[src/grg_div_cell.sv]
// ----------------------------------------------------------------------------
// grg_div_cell: one step of a restoring division
// Resolves quotient bit SHIFT for each lane against a shared divisor and
// hands the beat to the next cell.
// ----------------------------------------------------------------------------
module grg_div_cell #(
   parameter int RW    = 64,
   parameter int DW    = 32,
   parameter int QW    = 32,
   parameter int SHIFT = 0,
   parameter int LANES = 1,
   parameter int PW    = 1
) (
   input  logic                       clock,
   input  logic                       reset,
   input  logic                       up_valid,
   input  logic [DW-1:0]              up_den,
   input  logic [LANES-1:0][RW-1:0]   up_rem,
   input  logic [LANES-1:0][QW-1:0]   up_quo,
   input  logic [PW-1:0]              up_pass,
   output logic                       dn_valid,
   output logic [DW-1:0]              dn_den,
   output logic [LANES-1:0][RW-1:0]   dn_rem,
   output logic [LANES-1:0][QW-1:0]   dn_quo,
   output logic [PW-1:0]              dn_pass
);
   localparam int TW = DW + SHIFT;
   localparam int CW = (RW > TW) ? RW : TW;

   logic                     valid_ff;
   logic [DW-1:0]            den_ff;
   logic [LANES-1:0][RW-1:0] rem_ff, rem_in;
   logic [LANES-1:0][QW-1:0] quo_ff, quo_in;
   logic [PW-1:0]            pass_ff;
   logic [CW-1:0]            trial;

   // subtract the shifted divisor where it fits
   always_comb begin
      trial = CW'(up_den) << SHIFT;
      for (int l = 0; l < LANES; l++) begin
         if (CW'(up_rem[l]) >= trial) begin
            rem_in[l] = up_rem[l] - trial[RW-1:0];
            quo_in[l] = up_quo[l] | (QW'(1) << SHIFT);
         end else begin
            rem_in[l] = up_rem[l];
            quo_in[l] = up_quo[l];
         end
      end
   end

   always_ff @(posedge clock) begin
      if (reset) begin
         valid_ff <= 1'b0;
      end else begin
         valid_ff <= up_valid;
      end
   end

   // advance the beat
   always_ff @(posedge clock) begin
      den_ff  <= up_den;
      rem_ff  <= rem_in;
      quo_ff  <= quo_in;
      pass_ff <= up_pass;
   end

   assign dn_valid = valid_ff;
   assign dn_den   = den_ff;
   assign dn_rem   = rem_ff;
   assign dn_quo   = quo_ff;
   assign dn_pass  = pass_ff;

endmodule

[config.mk]
export PLATFORM = sky130hd
export DESIGN_NAME = grg_div_cell
export DESIGN_NICKNAME = d
export VERILOG_FILES = /design/src/grg_div_cell.sv
export SDC_FILE = /design/constraint.sdc
export NUM_CORES = 1
export LEC_CHECK = 0
export ABC_CLOCK_PERIOD_IN_PS = 3400
export BUFFER_PORTS_ARGS = -buffer_cell sky130_fd_sc_hd__buf_4
export CORE_ASPECT_RATIO = 1.2
export CORE_MARGIN = 3
export CORE_UTILIZATION = 48
export CTS_CLUSTER_DIAMETER = 80
export DETAILED_ROUTE_END_ITERATION = 12
export PLACE_DENSITY_LB_ADDON = 0.08
export SYNTH_ARGS = -nofsm -noshare
export SYNTH_HDL_FRONTEND = slang
export SYNTH_SLANG_ARGS = --single-unit
[constraint.sdc]
create_clock -name clock -period 3.4 [get_ports clock]
set_input_delay 0.68 -clock clock [delete_from_list [all_inputs] [get_ports clock]]
set_output_delay 0.68 -clock clock [all_outputs]
set_load 0.005 [all_outputs]
==> flow_summary.json <==
{
  "antenna_cells": 0,
  "grt_pass1_wl_mm": 28.92,
  "clkTransAtPathRegs_ns": 0.07,
  "hold_buffers": 0,
  "grt_max_degree": 28,
  "yosys.area.top_type_share_pct": 44.16,
  "rows": 43,
  "syn-num-nets": 817,
  "cp_slowest_cell": "o32ai_1",
  "grt-ovfl-total": 0,
  "final-instance-count-excl-fill": 1107,
  "rsz0062_at_grt": "false",
  "clkSinkCount": 130,
  "setup.worst_path.end": "dn_rem[38]",
  "cts_tree": "yes",
  "place_area_um2": 8157,
  "h-tree-depth": 4,
  "die_h_um": 127.4,
  "path_buf_inv": 1,
  "dp_hpwl_mm": 14.85,
  "startpoint": "up_den[0]",
  "die_w_um": 107.2,
  "ys_async_sr_fraction_pct": 0,
  "antenna_found_initial": 0,
  "path_depth": 11,
  "synth_edf_count": 0,
  "firstDrtPassIters": 5,
  "period_needed_ns": 3.176,
  "ys_warn_count": 0,
  "core_um2": 11780,
  "worst_pin_slew_ns": 0.6090,
  "hold_class": "in2reg",
  "min-delay-start": "up_quo[25]",
  "hold_violations": 0,
  "syn-cell-area_um2": 5893,
  "dieArea_um2": 13650,
  "max_freq_ghz": 0.3148,
  "ys_seq_area_share_pct": 44.16,
  "vdd_drop_max_mv": 0.3607,
  "drive_gt1_share_pct": 36.11,
  "yosys-top-cells-count": "dfxtp_1, nor2_1, a21oi_1",
  "power_leakage_nw": 4.106,
  "cts_setup_buffers": 0,
  "critical_path.cell_chain": "buf_4 > ha_1 > fa_1 > nand2b_1 > a21oi_1 > o21ai_0 > a211o_2 > and2_1 > o32ai_1 > nor4_1 > xor2_1",
  "synth-seq-cells": 130,
  "clockBufferDepth": 2,
  "io-pin-count": 262,
  "fin_crit_sh_pct": 93.42,
  "status": "finished clean",
  "avgSynthCellArea_um2": 9.039,
  "first_global_vias": 5870,
  "cp_top_family": "compound AO/OA/AOI/OAI gates",
  "synth_area_leaders": "dfxtp_1, ha_1, a21oi_1, xnor2_1, xor2_1",
  "synth_most_common_cell": "dfxtp_1",
  "maxSlewViolCount": 0,
  "cts-root-buf": "clkbuf_16",
  "start_util_pct": 50.02,
  "wl_per_cell_um": 16.77,
  "grt_usage_pct": 26.59,
  "cts-resized-gates": 0,
  "required_ns": 3.68,
  "drc": 0,
  "routed_wl_mm": 18.56,
  "place.gp.congestion": 0.9111,
  "place.port_buffers": 261,
  "cts_made_buffers": 17,
  "post-route-cell-area_um2": 8772,
  "synthesis.instances": 652,
  "synth_ff_type": "dfxtp_1",
  "ys_types": 65,
  "vias": 5849,
  "ant_nets": 0,
  "area_delta_synth_final_pct": 48.85,
  "slowest_delay_ns": 0.51,
  "drv_cap": 0,
  "critPathCaptureType": "flop",
  "worst_ep_arrival_time_ns": 3.45,
  "startpoint_type": "primary input",
  "power.density_nw_per_um2": 514.7,
  "viasPerCell": 5.284,
  "final-setup-viol-count": 0,
  "dp.cells": 1075,
  "crit_fanout": 4,
  "slew_headroom_pct": 59.03,
  "finalSetupTns_ns": 0,
  "fin_nets": 1102,
  "drtIter0Drc": 317,
  "setup.worst_path.class": "in2reg",
  "yosysTopAreaCell": "dfxtp_1"
}
## area by class of cell
cell class	count	area (um^2)
fill	906	3010
timing repair buffer	288	2162
sequential	130	2603
multi-input combinational	463	3057
tap	157	196.4
clock inverter	15	190.2
inverter	37	138.9
clock buffer	17	425.4
## flip-flops by register name, summed over array words and instances, names as in the netlist
| register | flops |
|---|---|
| dn_den | 32 |
| dn_pass | 1 |
| dn_quo | 32 |
| dn_rem | 64 |
| dn_valid | 1 |
## per-layer routing
| layer | global-route usage (%) | routed length (um) | up-vias |
|---|---|---|---|
| met5 | 0 | 0 | - |
| met4 | 10.31 | 537 | 0 |
| met3 | 4.750 | 1314 | 41 |
| met2 | 47.33 | 9392 | 271 |
| met1 | 31.56 | 7318 | 2676 |
| li1 | - | - | 2861 |
## worst min path at each step
stage	end	slack (ns)	cells past startpoint
final	dn_quo[25]	0.36	1
after global routing	dn_quo[10]	0.35	1
after CTS	dn_quo[25]	0.35	1
after detailed placement	dn_quo[15]	0.79	1
after global placement	dn_quo[27]	0.78	1
after floorplan	dn_den[0]	0.71	0
## cell usage in the layout (no fill, tap or decap), drive strengths merged, types with 4 or more instances in the layout
cell type / count
a211oi: 6
a21o: 9
a21oi: 61
and3: 4
buf: 288
clkbuf: 17
clkinv: 5
dfxtp: 130
ha: 32
inv: 44
nand2: 51
nand2b: 10
nand3: 14
nand4: 16
nand4b: 4
nor2: 63
nor3: 16
nor4: 12
o2111ai: 4
o21a: 8
o21ai: 29
o21bai: 4
or2: 4
or3: 6
xnor2: 34
xor2: 28
## cell families (layout without fill, tap and decap cells)
logic type      Yosys count  count (layout)  synth area share [%]
simple gates            220             220                 19.49
compound gates          147             147                 15.80
flops                   130             130                 44.16
xor+xnor                 62              62                 9.215
buf+inv                  59             357                 4.013
fa+ha+maj                33              33                 7.134
mux                       1               1                0.1911
## report_power, final
part / internal, mW / switching (mW) / leakage, nW
registers: 1.68 / 0.0441 / 1.10
clock network: 1.06 / 0.802 / 0.293
logic: 0.492 / 0.443 / 2.72
## stage by stage
step	worst slack (ns)	hold WS, ns	util (%)	total power, mW
final	0.2236	0.3574	74.45	4.515
after global placement	-0.07061	0.7849	69.23	2.665
after global routing	0.05081	0.3499	74.45	4.696
after floorplan	0.3520	0.7077	-	2.162
after CTS	0.2486	0.3534	74.45	4.536
after detailed placement	-0.1675	0.7855	69.23	2.677
(Power assumes the default switching activity.)
