===== config.mk =====
export PLATFORM = sky130hd
export DESIGN_NAME = grg_sqrt_cell
export DESIGN_NICKNAME = d
export VERILOG_FILES = /design/src/grg_sqrt_cell.sv
export SDC_FILE = /design/constraint.sdc
export NUM_CORES = 1
export LEC_CHECK = 0
export BUFFER_PORTS_ARGS = -buffer_cell sky130_fd_sc_hd__buf_2
export CAP_MARGIN = 0
export CORE_MARGIN = 2
export CORE_UTILIZATION = 25
export DETAILED_ROUTE_END_ITERATION = 12
export PLACE_DENSITY = 0.47
export SLEW_MARGIN = 20
export SYNTH_ARGS = -nofsm -noshare
export SYNTH_HDL_FRONTEND = slang
export SYNTH_SLANG_ARGS = --single-unit

===== constraint.sdc =====
create_clock -name clock -period 4 [get_ports clock]
set_input_delay 0 -clock clock [delete_from_list [all_inputs] [get_ports clock]]
set_output_delay 0 -clock clock [all_outputs]
set_load 0.01 [all_outputs]

===== src/grg_sqrt_cell.sv =====
// ----------------------------------------------------------------------------
// grg_sqrt_cell: one step of the digit-by-digit square root
// Resolves one root bit per cycle and hands remainder, partial root and the
// job's side data to the next cell.
// ----------------------------------------------------------------------------
module grg_sqrt_cell #(
   parameter int NW = 64,
   parameter int K  = 0,
   parameter int PW = 1
) (
   input  logic          clock,
   input  logic          reset,
   input  logic          up_valid,
   input  logic [NW-1:0] up_rem,
   input  logic [NW-1:0] up_res,
   input  logic [PW-1:0] up_pass,
   output logic          dn_valid,
   output logic [NW-1:0] dn_rem,
   output logic [NW-1:0] dn_res,
   output logic [PW-1:0] dn_pass
);
   logic          valid_ff;
   logic [NW-1:0] rem_ff, rem_in;
   logic [NW-1:0] res_ff, res_in;
   logic [PW-1:0] pass_ff;
   logic [NW-1:0] trial;

   // try the next root bit, keep it when the remainder covers it
   always_comb begin
      trial = up_res + (NW'(1) << (2 * K));
      if (up_rem >= trial) begin
         rem_in = up_rem - trial;
         res_in = (up_res >> 1) + (NW'(1) << (2 * K));
      end else begin
         rem_in = up_rem;
         res_in = up_res >> 1;
      end
   end

   always_ff @(posedge clock) begin
      if (reset) begin
         valid_ff <= 1'b0;
      end else begin
         valid_ff <= up_valid;
      end
   end

   // advance the beat
   always_ff @(posedge clock) begin
      rem_ff  <= rem_in;
      res_ff  <= res_in;
      pass_ff <= up_pass;
   end

   assign dn_valid = valid_ff;
   assign dn_rem   = rem_ff;
   assign dn_res   = res_ff;
   assign dn_pass  = pass_ff;

endmodule


==> results_dict.tcl, run 1 <==
set metrics [dict create \
    rsz0062_at_grt "yes" \
    p_leak_nw 7.875 \
    row_count 72 \
    cts_tree "yes" \
    grt_pass1_wl_mm 68.23 \
    grt_overflow 0 \
    powerDensity_nw_per_um2 298.9 \
    crit_start "up_res[36]" \
    vias 11720 \
    max_slew_margin_pct 71.50 \
    grt_max_degree 27 \
    die-width_um 201.1 \
    grt_usage_pct 22.19 \
    yosysWarnings 0 \
    crit_fanout 7 \
    antenna_found_initial 5 \
    routed_wl_mm 45.56 \
    fin_tns_setup_ns 0 \
    synth_area_per_cell_um2 7.778 \
    critPathRequiredTime_ns 4.36 \
    ys_async_sr_fraction_pct 0 \
    worst_setup_path_end_kind "flop" \
    drt_iter0_markers 651 \
    setup-violations-final 0 \
    synthMuxAreaShare_pct 1.043 \
    clkSinkCount 130 \
    synth_edf_count 0 \
    syn_nets 1448 \
    yosysUniqueCellTypes 74 \
    place.gp.congestion 0.8949 \
    core_um2 38470 \
    portBuffers 261 \
    hpwl_mm 36.80 \
    critPathArrivalTime_ns 4.25 \
    layout_setup_ws_ns 0.1134 \
    ant_nets 0 \
    fillers 3961 \
    yosysSeqAreaShare_pct 26.79 \
    start_kind "input pin" \
    hold_class "in2reg" \
    synthCells 1249 \
    syn2layout_area_growth_pct 78.63 \
    seq_area_um2 2603 \
    status "finished clean" \
    clk_path_buf_depth 2 \
    first_pass_iters 5 \
    multi_input_area_um2 7521 \
    io_pins 262 \
    cap_violations 0 \
    critPathKind "in2reg" \
    final_nets 2201 \
    yosys.area_share.simple_pct 25.36 \
    slew_violations 0 \
    initial_core_util_pct 25.25 \
    synth-seq-cells 130 \
    synth-compound-area-share_pct 17.77 \
    vdd_drop_max_mv 0.3037 \
    numCtsBuffers 17 \
    place_ws_ns -1.098 \
    post-route-period-util_pct 97.16 \
    post-route-util_pct 45.11 \
    cts-htree-levels 4 \
    clock-root-buffer "clkbuf_16" \
    synth-adder-area-share_pct 8.707 \
    die_h_um 201.1 \
    drive_gt1_share_pct 42.08 \
    fin_crit_ns 3.887 \
    syn_area_um2 9714 \
    hp-start "up_res[23]" \
    max_freq_ghz 0.2573 \
    grt_pass1_vias 11950 \
    synth_xor_area_share_pct 16.41 \
    synth_ff_type "dfxtp_1" \
    worst_pin_slew_ns 0.4265 \
    vias_per_cell 4.621 \
    clkTransAtPathRegs_ns 0.07 \
    synth_top_family_by_area "simple AND/OR/NAND/NOR gates" \
    hold_viol_final 0 \
    drcViolationCount 0 \
    wl_per_cell_um 17.96 \
    dieArea_um2 40450 \
]
## power breakdown
part | internal, mW | total (mW) | switching [mW] | leakage (nW)
combinational | 0.981 | 1.98 | 0.994 | 6.49
sequential | 1.45 | 1.50 | 0.0477 | 1.10
clock | 1.00 | 1.71 | 0.709 | 0.290
total | 3.44 | 5.19 | 1.75 | 7.88
## final cells by class
class,count,share of cell area (%)
Sequential cell,130,15.00
Clock inverter,14,1.024
Timing Repair Buffer,802,33.88
Inverter,20,0.4326
Clock buffer,18,2.531
Multi-Input combinational cell,1031,43.34
Tap cell,518,3.735
Antenna cell,4,0.05768
## synth_stat cells, types with 20 or more instances
cell type    n  area share [%]
and3_1      23             1.5
inv_1       20            0.77
clkbuf_1    37             1.4
nor3_1      28             1.4
dfxtp_1    130              27
xor2_1      82             7.4
a21o_1      38             2.9
nand3_1     50             2.6
nor2_1     134             5.2
o21ai_0     32             1.6
nand4_1     54             3.5
buf_2       27             1.4
nand2_1    138             5.3
ha_1        66             8.5
xnor2_1    100             9.0
a21oi_1    118             6.1
## cell families (layout without fill, tap and decap cells)
kind of cell               after synthesis  count (layout)
AOI/OAI and AO/OA                      268             268
xor gates and xnor gates               182             182
adders and majority gates               67              67
buffers and inverters                   88             854
DFF                                    130             130
muxes                                    9               9
other                                    0               4
and+or+nand+nor                        505             505
## cells in the final DEF (no fill, tap or decap), types with 11 or more instances in the layout
master	Yosys	routed
a21o_1	38	38
and3_1	23	22
buf_6	2	19
nand4_1	54	54
nand2_1	138	126
inv_1	20	20
o21ai_0	32	27
nor3_1	28	15
nand2_2	1	11
nand3_1	50	41
buf_4	0	388
dfxtp_1	130	130
dlygate4sd3_1	0	128
a21oi_1	118	111
clkbuf_16	0	17
buf_2	27	257
o21bai_1	11	11
nor2_2	0	13
nor3_2	4	12
nor2b_1	12	11
xnor2_1	100	94
ha_1	66	61
xor2_1	82	71
nor2_1	134	117
## stage by stage
step	hold slack, ns	instance area, µm²	cells	total power [mW]
2_1_floorplan	0.02772	9782	1249	2.383
3_3_place_gp	0.1016	14370	2352	3.246
4_1_cts	0.003842	16820	2521	5.181
6_report	0.005300	17350	2537	5.186
3_5_place_dp	0.1059	14370	2352	3.246
5_1_grt	0.01203	17350	2536	5.458
## worst paths after layout
path / slack, ns / to / cells after the start
setup / recovery: 0.11 / dn_res[43] / 23
hold / removal: 0.005 / dn_res[23] / 4
## worst max-delay path: stages
cell and delay (ns):
dlygate4sd3_1 0.55, buf_2 0.13, nand3_2 0.10, buf_4 0.16, nor2b_1 0.10, nand2_1 0.09, nor3_2 0.22, nand2_2 0.13
nor2_4 0.12, nand2_1 0.07, xor2_1 0.16, ha_1 0.29, a21o_1 0.16, a21o_1 0.15, a21o_1 0.16, a21o_1 0.15
a211o_1 0.33, a21oi_4 0.22, o311ai_4 0.14, buf_12 0.17, and4_2 0.32, nand3b_1 0.14, xnor2_1 0.17
## state kept, by name, summed over array words and instances (netlist names)
register,flops
dn_pass,1
dn_rem,64
dn_res,64
dn_valid,1
## what timing repair did
action,CTS,global route
endpoints found under the hold margin,126,1
endpoints found under the setup margin,128,120
gates resized for setup,83,93
gates cloned,2,0
setup buffers,9,12
pin swaps,38,66
hold buffers,128,1
## routing by layer
metal	track usage (%)	wire, µm	share of wire (%)
met1	29.44	21380	47
met2	36.15	20850	46
met3	4.308	2141	4.7
met4	7.169	1166	2.6
met5	0	13	0.029
(Power assumes the default switching activity.)
==> inputs of run 2 (changes only) <==
--- a/config.mk
+++ b/config.mk
@@ -9,9 +9,11 @@
 export CAP_MARGIN = 0
 export CORE_MARGIN = 2
 export CORE_UTILIZATION = 25
+export CTS_BUF_LIST = sky130_fd_sc_hd__clkbuf_2 sky130_fd_sc_hd__clkbuf_4 sky130_fd_sc_hd__clkbuf_8
 export DETAILED_ROUTE_END_ITERATION = 12
 export PLACE_DENSITY = 0.47
 export SLEW_MARGIN = 20
 export SYNTH_ARGS = -nofsm -noshare
 export SYNTH_HDL_FRONTEND = slang
 export SYNTH_SLANG_ARGS = --single-unit
+export TNS_END_PERCENT = 5
==> results_dict.tcl, run 2 (synthesized netlist as in run 1, its figures left out) <==
set metrics [dict create \
    status "finished clean" \
    numCtsBuffers 17 \
    hold_class "in2reg" \
    clk_path_buf_depth 2 \
    fin_tns_setup_ns 0 \
    seq_area_um2 2603 \
    layout.cells.non_filler 2538 \
    drcViolationCount 0 \
    vias 11700 \
    slew_violations 0 \
    fillers 4023 \
    crit_fanout 5 \
    final_cell_mix "buf_4, buf_2, dlygate4sd3_1" \
    die-width_um 201.1 \
    rsz0062_at_grt "yes" \
    use_met3_pct 2.996 \
    critPathArrivalTime_ns 4.39 \
    critPathKind "in2reg" \
    max_freq_ghz 0.2519 \
    core_um2 38470 \
    max_slew_margin_pct 65.22 \
    drive_gt1_share_pct 40.03 \
    row_count 72 \
    worst_setup_path_end_kind "flop" \
    worst_pin_slew_ns 0.5163 \
    p_leak_nw 7.659 \
    first_pass_iters 5 \
    grt_use_met1_pct 29.49 \
    grt_busiest_layer "met2" \
    drt_iter0_markers 763 \
    layout_commonest_cell "buf_4" \
    hold_viol_final 0 \
    portBuffers 261 \
    post-route-period-util_pct 99.25 \
    cap_violations 0 \
    io_pins 262 \
    ant_nets 0 \
    antenna_found_initial 5 \
    vdd_drop_max_mv 0.2083 \
    grtUsageMet2_pct 35.76 \
    final_nets 2202 \
    cts-htree-levels 4 \
    placedCellCount 2352 \
    die_h_um 201.1 \
    post-route-util_pct 43.68 \
    clkSinkCount 130 \
    critPathRequiredTime_ns 4.42 \
    routed_wl_mm 45.28 \
    initial_core_util_pct 25.25 \
    cts_tree "yes" \
    wl_per_cell_um 17.84 \
    grt_overflow 0 \
    clock-root-buffer "clkbuf_8" \
    multi_input_area_um2 7244 \
    hpwl_mm 36.80 \
    start_kind "input pin" \
    fin_crit_ns 3.970 \
    dieArea_um2 40450 \
    grt_pass1_wl_mm 67.69 \
    powerDensity_nw_per_um2 280.1 \
    grt_usage_pct 21.97 \
    vias_per_cell 4.612 \
    setup-violations-final 0 \
    grt_pass1_vias 11950 \
    clkTransAtPathRegs_ns 0.09 \
    grt_max_degree 28 \
    place.gp.congestion 0.8949 \
    syn2layout_area_growth_pct 72.95 \
]
==> run 2: cell types whose count changed in the layout (fill, tap and decap cells not counted), sizes merged <==
cell / before / now
buf: 670 / 669
bufbuf: 2 / 0
clkbuf: 20 / 18
dlygate4sd3: 128 / 133
dlymetal6s4s: 0 / 1
==> run 2: metrics by stage <==
stage          total power, mW  hold WS, ns  area [µm²]  worst slack (ns)
2_1_floorplan            2.383      0.02772        9782         -0.005393
3_3_place_gp             3.246       0.1016       14370            -1.035
3_5_place_dp             3.246       0.1059       14370            -1.098
4_1_cts                  4.709     0.001099       16400         -0.007818
5_1_grt                  4.973      0.04731       16800          -0.06638
6_report                 4.706      0.05502       16800           0.02981
==> run 2: path summary, 6_finish.rpt <==
path,start,cells past startpoint,to
worst max-delay path,up_res[23],21,dn_rem[62]
worst min-delay path,up_res[15],4,dn_res[20]
==> run 2: power by group <==
part	leakage [nW]	internal [mW]	switching, mW	total [mW]
clock	0.203	0.640	0.655	1.30
combinational	6.36	0.940	0.975	1.91
sequential	1.10	1.45	0.0471	1.50
==> run 2: timing repair <==
action,4_1_cts,5_1_grt
resized for setup,44,65
buffers inserted,7,9
gates cloned,0,0
hold buffers,134,0
pin swaps,22,33
hold endpoints to repair,130,0
setup endpoints to repair,128,120
==> run 2: layout make-up <==
type | instances | area share, %
well taps | 518 | 3.858
inverters | 20 | 0.4468
clock inverters | 14 | 1.057
clock buffers | 18 | 1.475
repair buffers | 803 | 34.50
diodes | 4 | 0.05958
multi-input cells | 1031 | 43.12
flip-flops and latches | 130 | 15.49
==> run 2: per-layer routing <==
metal	part of all wire [%]	wire length [µm]	vias to the layer above
li1	-	-	5923
met1	48	21740	5435
met2	45	20550	284
met3	3.6	1617	62
met4	3.0	1380	0
met5	0	0	-
==> run 2: worst max-delay path, cell delays in order <==
cell,delay (ns)
buf_2,0.12
dlygate4sd3_1,0.59
buf_4,0.16
nand2_2,0.09
nor4_4,0.40
nand2_2,0.13
buf_4,0.17
nor2_2,0.13
xnor2_2,0.11
ha_1,0.31
buf_4,0.14
inv_1,0.07
o22ai_1,0.12
nor2_1,0.08
or3_4,0.37
a2111oi_4,0.37
buf_4,0.18
o32ai_2,0.12
o31ai_2,0.26
mux2_2,0.37
o211ai_1,0.08
